### config.mk
export PLATFORM = sky130hd
export DESIGN_NAME = wire_format_field_tokenizer_unit
export DESIGN_NICKNAME = d
export VERILOG_FILES = /design/src/rtl/wftok_pkg.sv /design/src/rtl/wire_format_field_tokenizer_unit.sv /design/src/rtl/wftok_core.sv /design/src/rtl/wftok_fifo.sv
export SDC_FILE = /design/constraint.sdc
export NUM_CORES = 2
export LEC_CHECK = 0
export BUFFER_PORTS_ARGS = -buffer_cell sky130_fd_sc_hd__buf_2
export CAP_MARGIN = 15
export CORE_ASPECT_RATIO = 1.4
export CORE_MARGIN = 2
export CORE_UTILIZATION = 35
export CTS_CLUSTER_DIAMETER = 50
export DETAILED_ROUTE_END_ITERATION = 8
export GPL_ROUTABILITY_DRIVEN = 0
export PLACE_DENSITY_LB_ADDON = 0.3
export SLEW_MARGIN = 10
export SYNTH_ARGS = -nofsm -noshare
export SYNTH_HDL_FRONTEND = slang
export SYNTH_HIERARCHICAL = 1
export SYNTH_SLANG_ARGS = --single-unit
### constraint.sdc
create_clock -name clk -period 12.25 [get_ports clk]
set_input_delay 2.45 -clock clk [delete_from_list [all_inputs] [get_ports clk]]
set_output_delay 2.45 -clock clk [all_outputs]
set_load 0.005 [all_outputs]
### src/rtl/wftok_pkg.sv
package wftok_pkg;

  // Field widths of one request and one record
  localparam int unsigned BYTE_W  = 8;
  localparam int unsigned KIND_W  = 3;
  localparam int unsigned FIELD_W = 61;
  localparam int unsigned VALUE_W = 64;

  // Default depth of the record queue; must be at least 2
  localparam int unsigned WFT_FIFO_DEPTH = 4;

  // Record kinds
  localparam logic [KIND_W-1:0] KIND_VARINT   = 3'd0;
  localparam logic [KIND_W-1:0] KIND_FIXED64  = 3'd1;
  localparam logic [KIND_W-1:0] KIND_TEXT     = 3'd2;
  localparam logic [KIND_W-1:0] KIND_NESTED   = 3'd3;
  localparam logic [KIND_W-1:0] KIND_FIXED32  = 3'd4;
  localparam logic [KIND_W-1:0] KIND_PAYLOAD  = 3'd5;
  localparam logic [KIND_W-1:0] KIND_TRUNC    = 3'd6;
  localparam logic [KIND_W-1:0] KIND_OVERLONG = 3'd7;

  // Wire types as they appear in the low three bits of a tag
  localparam logic [2:0] WT_VARINT      = 3'd0;
  localparam logic [2:0] WT_FIXED64     = 3'd1;
  localparam logic [2:0] WT_LENGTH      = 3'd2;
  localparam logic [2:0] WT_GROUP_START = 3'd3;
  localparam logic [2:0] WT_GROUP_END   = 3'd4;
  localparam logic [2:0] WT_FIXED32     = 3'd5;
  localparam logic [2:0] WT_UNUSED_6    = 3'd6;
  localparam logic [2:0] WT_UNUSED_7    = 3'd7;

  typedef struct packed {
    logic [KIND_W-1:0]  kind;
    logic [FIELD_W-1:0] field;
    logic [VALUE_W-1:0] value;
    logic               last;
  } record_t;

  // Up to two records produced by one request; push1 implies push0
  typedef struct packed {
    logic    push0;
    logic    push1;
    record_t rec0;
    record_t rec1;
  } push_t;

endpackage

### src/rtl/wire_format_field_tokenizer_unit.sv
// Wire-format field tokenizer.
// Request channel (item_valid / item_stall): one message byte per request,
// with end_of_buffer set on the last byte of the buffer.
// Record channel (record_valid / record_stall): tagged records carrying
// record_kind, field_number, field_value; last_of_item marks the final
// record caused by one request (a byte causes zero, one or two records).
// Throughput: one request per cycle while item_stall is low. Each byte is parsed
// in the cycle it is accepted and its records are written into a small record
// queue, from whose head the record channel reads.
// item_stall rises when fewer than two queue entries are free; while the
// receiver stalls, the queue fills and the head record holds steady.
// A byte that causes two records presents them on the output one after the other.
// Reset (rst, synchronous): the parser returns to expecting a tag, all
// accumulators clear, and the record queue empties.
module wire_format_field_tokenizer_unit
  import wftok_pkg::*;
#(
  parameter int unsigned FifoDepth = WFT_FIFO_DEPTH
) (
  input  logic               clk,
  input  logic               rst,
  input  logic               item_valid,
  output logic               item_stall,
  input  logic [BYTE_W-1:0]  data_byte,
  input  logic               end_of_buffer,
  output logic               record_valid,
  input  logic               record_stall,
  output logic [KIND_W-1:0]  record_kind,
  output logic [FIELD_W-1:0] field_number,
  output logic [VALUE_W-1:0] field_value,
  output logic               last_of_item
);

  logic    take;
  logic    full2;
  push_t   push;
  record_t head;

  assign take       = item_valid && !full2;
  assign item_stall = full2;

  wftok_core u_core (
    .clk           (clk),
    .rst           (rst),
    .take          (take),
    .data_byte     (data_byte),
    .end_of_buffer (end_of_buffer),
    .push          (push)
  );

  wftok_fifo #(
    .FifoDepth (FifoDepth)
  ) u_fifo (
    .clk      (clk),
    .rst      (rst),
    .push     (push),
    .full2    (full2),
    .rd_valid (record_valid),
    .rd_take  (!record_stall),
    .rd_rec   (head)
  );

  assign record_kind  = head.kind;
  assign field_number = head.field;
  assign field_value  = head.value;
  assign last_of_item = head.last;

endmodule

### src/rtl/wftok_core.sv
module wftok_core
  import wftok_pkg::*;
(
  input  logic              clk,
  input  logic              rst,
  input  logic              take,
  input  logic [BYTE_W-1:0] data_byte,
  input  logic              end_of_buffer,
  output push_t             push
);

  localparam logic [2:0] PH_TAG     = 3'd0;
  localparam logic [2:0] PH_VALUE   = 3'd1;
  localparam logic [2:0] PH_LENGTH  = 3'd2;
  localparam logic [2:0] PH_PAYLOAD = 3'd3;
  localparam logic [2:0] PH_FIXED   = 3'd4;

  logic [2:0]         phase, phase_next;
  logic [63:0]        acc, acc_next;
  logic [3:0]         cnt, cnt_next;
  logic [FIELD_W-1:0] fld, fld_next;
  logic [2:0]         wt, wt_next;
  logic [63:0]        rem, rem_next;
  logic [63:0]        plen, plen_next;
  logic [63:0]        fix, fix_next;
  logic [2:0]         u_pend, u_pend_next;
  logic               u_valid, u_valid_next;
  logic               u_stop, u_stop_next;

  logic [6:0]  shamt;
  logic [63:0] vacc;
  logic [3:0]  vcnt;
  logic        vdone, vover;
  logic [63:0] rem_dec;
  logic [2:0]  fix_idx;
  logic [63:0] fix_new;
  logic        p0, p1;
  record_t     r0, r1;

  // Varint byte folded into the accumulator
  assign shamt   = {cnt, 3'b000} - {3'b000, cnt};
  assign vacc    = acc | ({57'd0, data_byte[6:0]} << shamt);
  assign vcnt    = cnt + 4'd1;
  assign vdone   = !data_byte[7];
  assign vover   = data_byte[7] && (vcnt >= 4'd10);
  assign rem_dec = rem - 64'd1;
  assign fix_idx = ((wt == WT_FIXED32) ? 3'd4 : 3'd0) - rem[2:0];
  assign fix_new = fix | ({56'd0, data_byte} << {fix_idx, 3'b000});

  always_comb begin
    phase_next   = phase;
    acc_next     = acc;
    cnt_next     = cnt;
    fld_next     = fld;
    wt_next      = wt;
    rem_next     = rem;
    plen_next    = plen;
    fix_next     = fix;
    u_pend_next  = u_pend;
    u_valid_next = u_valid;
    u_stop_next  = u_stop;
    p0 = 1'b0;
    p1 = 1'b0;
    r0 = '0;
    r1 = '0;

    case (phase)
      PH_TAG: begin
        if (vover) begin
          p0 = 1'b1;
          r0.kind  = KIND_OVERLONG;
          r0.value = vacc;
          phase_next = PH_TAG;
          acc_next = '0; cnt_next = '0; fld_next = '0; wt_next = '0;
          rem_next = '0; fix_next = '0;
        end else if (vdone) begin
          acc_next = '0; cnt_next = '0; fix_next = '0;
          fld_next = vacc[63:3];
          wt_next  = vacc[2:0];
          rem_next = '0;
          case (vacc[2:0])
            WT_VARINT:  phase_next = PH_VALUE;
            WT_LENGTH:  phase_next = PH_LENGTH;
            WT_FIXED64: begin
              phase_next = PH_FIXED;
              rem_next   = 64'd8;
            end
            WT_FIXED32: begin
              phase_next = PH_FIXED;
              rem_next   = 64'd4;
            end
            default: begin
              // Unknown wire type: drop the tag
              phase_next = PH_TAG;
              fld_next   = '0;
              wt_next    = '0;
            end
          endcase
        end else begin
          acc_next = vacc;
          cnt_next = vcnt;
        end
      end

      PH_VALUE, PH_LENGTH: begin
        if (vover || (vdone && phase == PH_VALUE)) begin
          p0 = 1'b1;
          r0.kind  = vover ? KIND_OVERLONG : KIND_VARINT;
          r0.field = fld;
          r0.value = vacc;
          phase_next = PH_TAG;
          acc_next = '0; cnt_next = '0; fld_next = '0; wt_next = '0;
          rem_next = '0; fix_next = '0;
        end else if (vdone) begin
          // Length complete: open the payload (or emit an empty text record) and restart the text check
          plen_next    = vacc;
          rem_next     = vacc;
          acc_next     = '0;
          cnt_next     = '0;
          u_pend_next  = '0;
          u_valid_next = 1'b1;
          u_stop_next  = 1'b0;
          if (vacc == 64'd0) begin
            p0 = 1'b1;
            r0.kind  = KIND_TEXT;
            r0.field = fld;
            phase_next = PH_TAG;
            fld_next = '0; wt_next = '0; rem_next = '0; fix_next = '0;
          end else begin
            phase_next = PH_PAYLOAD;
          end
        end else begin
          acc_next = vacc;
          cnt_next = vcnt;
        end
      end

      PH_PAYLOAD: begin
        p0 = 1'b1;
        r0.kind  = KIND_PAYLOAD;
        r0.field = fld;
        r0.value = {56'd0, data_byte};
        // Lenient UTF-8 check, frozen after a zero byte or a failure
        if (!u_stop && u_valid) begin
          if (data_byte == 8'h00) begin
            u_stop_next = 1'b1;
          end else if (u_pend == 3'd0) begin
            if (data_byte inside {[8'hFC:8'hFD]})      u_pend_next = 3'd5;
            else if (data_byte inside {[8'hF8:8'hFF]}) u_pend_next = 3'd4;
            else if (data_byte inside {[8'hF0:8'hF7]}) u_pend_next = 3'd3;
            else if (data_byte inside {[8'hE0:8'hEF]}) u_pend_next = 3'd2;
            else if (data_byte inside {[8'hC0:8'hDF]}) u_pend_next = 3'd1;
            else if (data_byte[7])                     u_valid_next = 1'b0;
          end else if (data_byte[7:6] != 2'b10) begin
            u_valid_next = 1'b0;
          end else begin
            u_pend_next = u_pend - 3'd1;
          end
        end
        rem_next = rem_dec;
        if (rem_dec == 64'd0) begin
          p1 = 1'b1;
          r1.kind  = (u_valid_next && u_pend_next == 3'd0) ? KIND_TEXT : KIND_NESTED;
          r1.field = fld;
          r1.value = plen;
          phase_next = PH_TAG;
          acc_next = '0; cnt_next = '0; fld_next = '0; wt_next = '0;
          rem_next = '0; fix_next = '0;
        end
      end

      PH_FIXED: begin
        fix_next = fix_new;
        rem_next = rem_dec;
        if (rem_dec == 64'd0) begin
          p0 = 1'b1;
          r0.kind  = (wt == WT_FIXED32) ? KIND_FIXED32 : KIND_FIXED64;
          r0.field = fld;
          r0.value = fix_new;
          phase_next = PH_TAG;
          acc_next = '0; cnt_next = '0; fld_next = '0; wt_next = '0;
          rem_next = '0; fix_next = '0;
        end
      end

      default: begin
        phase_next = PH_TAG;
        acc_next = '0; cnt_next = '0; fld_next = '0; wt_next = '0;
        rem_next = '0; fix_next = '0;
      end
    endcase

    // Buffer ends inside a field: append a truncation record and resync
    if (end_of_buffer && !(phase_next == PH_TAG && cnt_next == 4'd0)) begin
      if (p0) begin
        p1 = 1'b1;
        r1.kind  = KIND_TRUNC;
        r1.field = fld_next;
        r1.value = '0;
      end else begin
        p0 = 1'b1;
        r0.kind  = KIND_TRUNC;
        r0.field = fld_next;
        r0.value = '0;
      end
      phase_next = PH_TAG;
      acc_next = '0; cnt_next = '0; fld_next = '0; wt_next = '0;
      rem_next = '0; fix_next = '0;
    end

    r0.last = !p1;
    r1.last = 1'b1;
  end

  assign push.push0 = take && p0;
  assign push.push1 = take && p1;
  assign push.rec0  = r0;
  assign push.rec1  = r1;

  // Advance the parser state on each accepted request
  always_ff @(posedge clk) begin
    if (rst) begin
      phase   <= PH_TAG;
      acc     <= '0;
      cnt     <= '0;
      fld     <= '0;
      wt      <= '0;
      rem     <= '0;
      plen    <= '0;
      fix     <= '0;
      u_pend  <= '0;
      u_valid <= 1'b1;
      u_stop  <= 1'b0;
    end else if (take) begin
      phase   <= phase_next;
      acc     <= acc_next;
      cnt     <= cnt_next;
      fld     <= fld_next;
      wt      <= wt_next;
      rem     <= rem_next;
      plen    <= plen_next;
      fix     <= fix_next;
      u_pend  <= u_pend_next;
      u_valid <= u_valid_next;
      u_stop  <= u_stop_next;
    end
  end

endmodule

### src/rtl/wftok_fifo.sv
module wftok_fifo
  import wftok_pkg::*;
#(
  parameter int unsigned FifoDepth = WFT_FIFO_DEPTH
) (
  input  logic    clk,
  input  logic    rst,
  input  push_t   push,
  output logic    full2,
  output logic    rd_valid,
  input  logic    rd_take,
  output record_t rd_rec
);

  localparam int unsigned PtrW = (FifoDepth > 1) ? $clog2(FifoDepth) : 1;
  localparam int unsigned CntW = $clog2(FifoDepth + 1);
  localparam logic [PtrW-1:0] LastPtr = PtrW'(FifoDepth - 1);

  record_t         mem [FifoDepth];
  logic [PtrW-1:0] wr, wr_p1, wr_p2, rd, rd_next;
  logic [CntW-1:0] count, count_next;

  assign wr_p1   = (wr == LastPtr) ? '0 : wr + PtrW'(1);
  assign wr_p2   = (wr_p1 == LastPtr) ? '0 : wr_p1 + PtrW'(1);
  assign rd_next = (rd == LastPtr) ? '0 : rd + PtrW'(1);

  assign rd_valid = (count != '0);
  assign rd_rec   = mem[rd];
  // Hold off requests unless two entries are free
  assign full2    = (count > CntW'(FifoDepth - 2));

  always_comb begin
    count_next = count + CntW'(push.push0) + CntW'(push.push1)
                 - CntW'(rd_take && rd_valid);
  end

  // Store the records of one request
  always_ff @(posedge clk) begin
    if (push.push0) begin
      mem[wr] <= push.rec0;
    end
    if (push.push1) begin
      mem[wr_p1] <= push.rec1;
    end
  end

  always_ff @(posedge clk) begin
    if (rst) begin
      wr    <= '0;
      rd    <= '0;
      count <= '0;
    end else begin
      if (push.push1) begin
        wr <= wr_p2;
      end else if (push.push0) begin
        wr <= wr_p1;
      end
      if (rd_take && rd_valid) begin
        rd <= rd_next;
      end
      count <= count_next;
    end
  end

endmodule
==> results_dict.tcl <==
set metrics [dict create \
    outcome "finished, final reports clean" \
    cp_max_fo 10 \
    placementRows 157 \
    grt-ovfl-total 0 \
    cp.required_ns 12.84 \
    syn2layout_area_growth_pct 12.4 \
    cts_tree "built" \
    setup_viol 0 \
    grt_pass1_wl_um 237000 \
    seq_power_share_pct 37.1 \
    placed_area_mm2 0.0482 \
    die_h_um 432 \
    total_power_mw 8.86 \
    multi_input_area_mm2 0.0212 \
    cp-start-kind "flip-flop" \
    synth_edf_count 516 \
    wire_per_inst_um 28.6 \
    postSynth.asyncResetShare_pct 0 \
    slew_viol_final 0 \
    yosysUniqueCellTypes 97 \
    syn-num-nets 3883 \
    core_mm2 0.130 \
    drcViolationCount 0 \
    p_per_area_mw_per_mm2 172 \
    cts_sinks 857 \
    period_share_pct 68.7 \
    die_area_mm2 0.134 \
    finalNonFillerCells 5700 \
    ys.flop_type "edfxtp_1" \
    place_ws_ns 3.29 \
    clk_pin_slew_ns 0.06 \
    nFillCells 12400 \
    setup_ws_ns 3.83 \
    crit_path_end_kind "flip-flop" \
    critPathKind "flip-flop to flip-flop" \
    final_hold_viol_count 0 \
    io_buffers 143 \
    ys_seq_elements 857 \
    grt_use_total_pct 23.9 \
    leakage_nw 18.1 \
    grt_max_degree 94 \
    boundaryPins 144 \
    drt_iter0_drc 3907 \
    post_cts_buffers 0 \
    grt_pass1_vias 33200 \
    utilization_pct 39.5 \
    synth_area_mm2 0.0458 \
    slew_headroom_pct 20.9 \
    num_vias 34600 \
    pwr-share-clk_pct 32.7 \
    cts-root-buf "clkbuf_16" \
    hold_class "flip-flop to flip-flop" \
    postLayoutCellArea_mm2 0.0514 \
    dp_cells 5527 \
    fp.dieW_um 310 \
    min_period_ns 8.42 \
    nNetsFinal 3902 \
    drive_above_1_share_pct 28.8 \
    cts.repair.resized 0 \
    htreeDepth 3 \
    numCtsBuffers 86 \
    wl_um 163000 \
    switching_share_pct 34.9 \
    setup_tns_ns 0 \
    power.internal_mw 5.77 \
    maxCapViolations 0 \
    seq_area_mm2 0.0223 \
    vias_per_cell 6.08 \
    dp_hpwl_um 108000 \
    seq_area_frac_synth_pct 48.8 \
    antenna_left 0 \
    whs_ns 0.457 \
    combinationalPowerShare_pct 30.2 \
    syn_area_per_cell_um2 11.9 \
    antenna_found_initial 17 \
    start_util_pct 35.2 \
    ir_worst_vdd_uv 108 \
    insertion_delay_ns 0.74 \
    fin_skew_ns 0.0462 \
    fmax_mhz 119 \
    rsz0062_at_grt "no" \
    worstMarginPinSlew_ns 1.18 \
    clockBufferDepth 3 \
    arrival_ns 9.01 \
    cts_hold_buf 0 \
    synth.yosys.warnings 6 \
    p_sw_mw 3.09 \
    drtPass1Iterations 5 \
    synth_cells 3851 \
]
cells by family (layout without fill, tap and decap cells):
logic type | Yosys count | after routing | synth area share [%]
AOI/OAI and AO/OA | 918 | 918 | 14.7
xor gates and xnor gates | 45 | 45 | 0.861
adders and majority gates | 19 | 19 | 0.552
buffers and inverters | 512 | 605 | 5.37
DFF | 857 | 857 | 48.8
muxes | 663 | 663 | 19.6
other | 1 | 8 | 0.00819
and+or+nand+nor | 836 | 836 | 10.1
state kept, by name (all words and copies together) (netlist names), 4 cells and up, named ones only:
| name | cells |
|---|---|
| u_core/cnt | 4 |
| u_core/acc | 64 |
| u_core/rem | 64 |
| u_core/fld | 61 |
| u_fifo/mem | 516 |
| u_core/fix | 64 |
| u_core/plen | 64 |
layer usage:
| layer | vias up | routed length, um | track usage [%] |
|---|---|---|---|
| li1 | 15100 | - | - |
| met1 | 17400 | 67200 | 32.1 |
| met2 | 1692 | 74100 | 36.8 |
| met3 | 369 | 12200 | 3.77 |
| met4 | 12 | 9440 | 13.4 |
| met5 | - | 88 | 0.0369 |
critical path, cell delays in order, from the launching register on:
cell and delay (ns):
dfxtp_1 0.38, inv_1 0.13, ha_1 0.33, nor3b_1 0.39
nand3_1 0.42, o41a_1 0.49, or4_1 0.47, or4_1 0.54
nor4_1 0.54, nand3_1 0.55, nor2_1 1.06, nor2_1 0.33
or2_2 0.41, a31oi_1 0.57, inv_1 0.13, ha_1 0.31
inv_1 0.05, fa_1 0.47, fa_1 0.45, xor2_1 0.20
nor2_1 0.06
synth_stat cells, drive strengths merged (42+ instances only):
| master | count | area (um^2) |
|---|---|---|
| and2 | 81 | 507 |
| nand2b | 61 | 382 |
| mux2 | 522 | 5880 |
| a211oi | 136 | 1020 |
| inv | 154 | 578 |
| nand2 | 107 | 412 |
| o22ai | 150 | 1000 |
| o32ai | 72 | 631 |
| o2111ai | 62 | 543 |
| nand3 | 63 | 315 |
| o21ai | 60 | 300 |
| nor4 | 42 | 327 |
| nor3 | 64 | 352 |
| edfxtp | 516 | 15500 |
| mux4 | 133 | 3000 |
| buf | 132 | 1030 |
| dfxtp | 341 | 6830 |
| a21oi | 150 | 751 |
| nor2 | 178 | 668 |
| clkbuf | 224 | 841 |
| o2bb2ai | 67 | 587 |
| and3 | 69 | 432 |
cell usage in the layout, fill, tap and decap left out, types with 62 or more instances in the layout:
master and n:
buf_2 142, buf_4 132, a211oi_1 136, mux4_2 133, edfxtp_1 516, nand2_1 96, clkbuf_16 91, o32ai_1 72
and3_1 68, nor2_1 176, and2_1 78, o22ai_1 140, mux2_2 482, nand3_1 62, o2bb2ai_1 66, dfxtp_1 339
o2111ai_1 62, a21oi_1 141, inv_1 156
area by class of cell:
cell class	instances	share of cell area, %
diodes	7	0.0341
clock buffers	116	4.91
clock inverters	46	1.17
inverters	156	1.14
multi-input cells	2482	41.3
flip-flops and latches	857	43.4
well taps	1749	4.25
repair buffers	287	3.77
power groups by stage:
stage	logic [mW]	clock network, mW	registers [mW]
final	2.68	2.90	3.28
after global routing	2.80	3.05	3.30
after CTS	2.63	2.94	3.29
after detailed placement	2.62	0	3.35
after global placement	2.63	0	3.34
after floorplan	1.59	0	3.29
worst paths after layout:
kind / start / to / slack [ns] / cells after the start
setup / recovery: u_core/rem[1] / u_fifo/count[2] / 3.83 / 20
hold / removal: u_core/fix[47] / u_core/fix[47] / 0.46 / 2
setup reg to reg: u_core/rem[1] / u_fifo/count[2] / 3.83 / 20
hold reg to reg: u_core/fix[47] / u_core/fix[47] / 0.46 / 2
No activity file was read; power rests on OpenSTA's default activity.
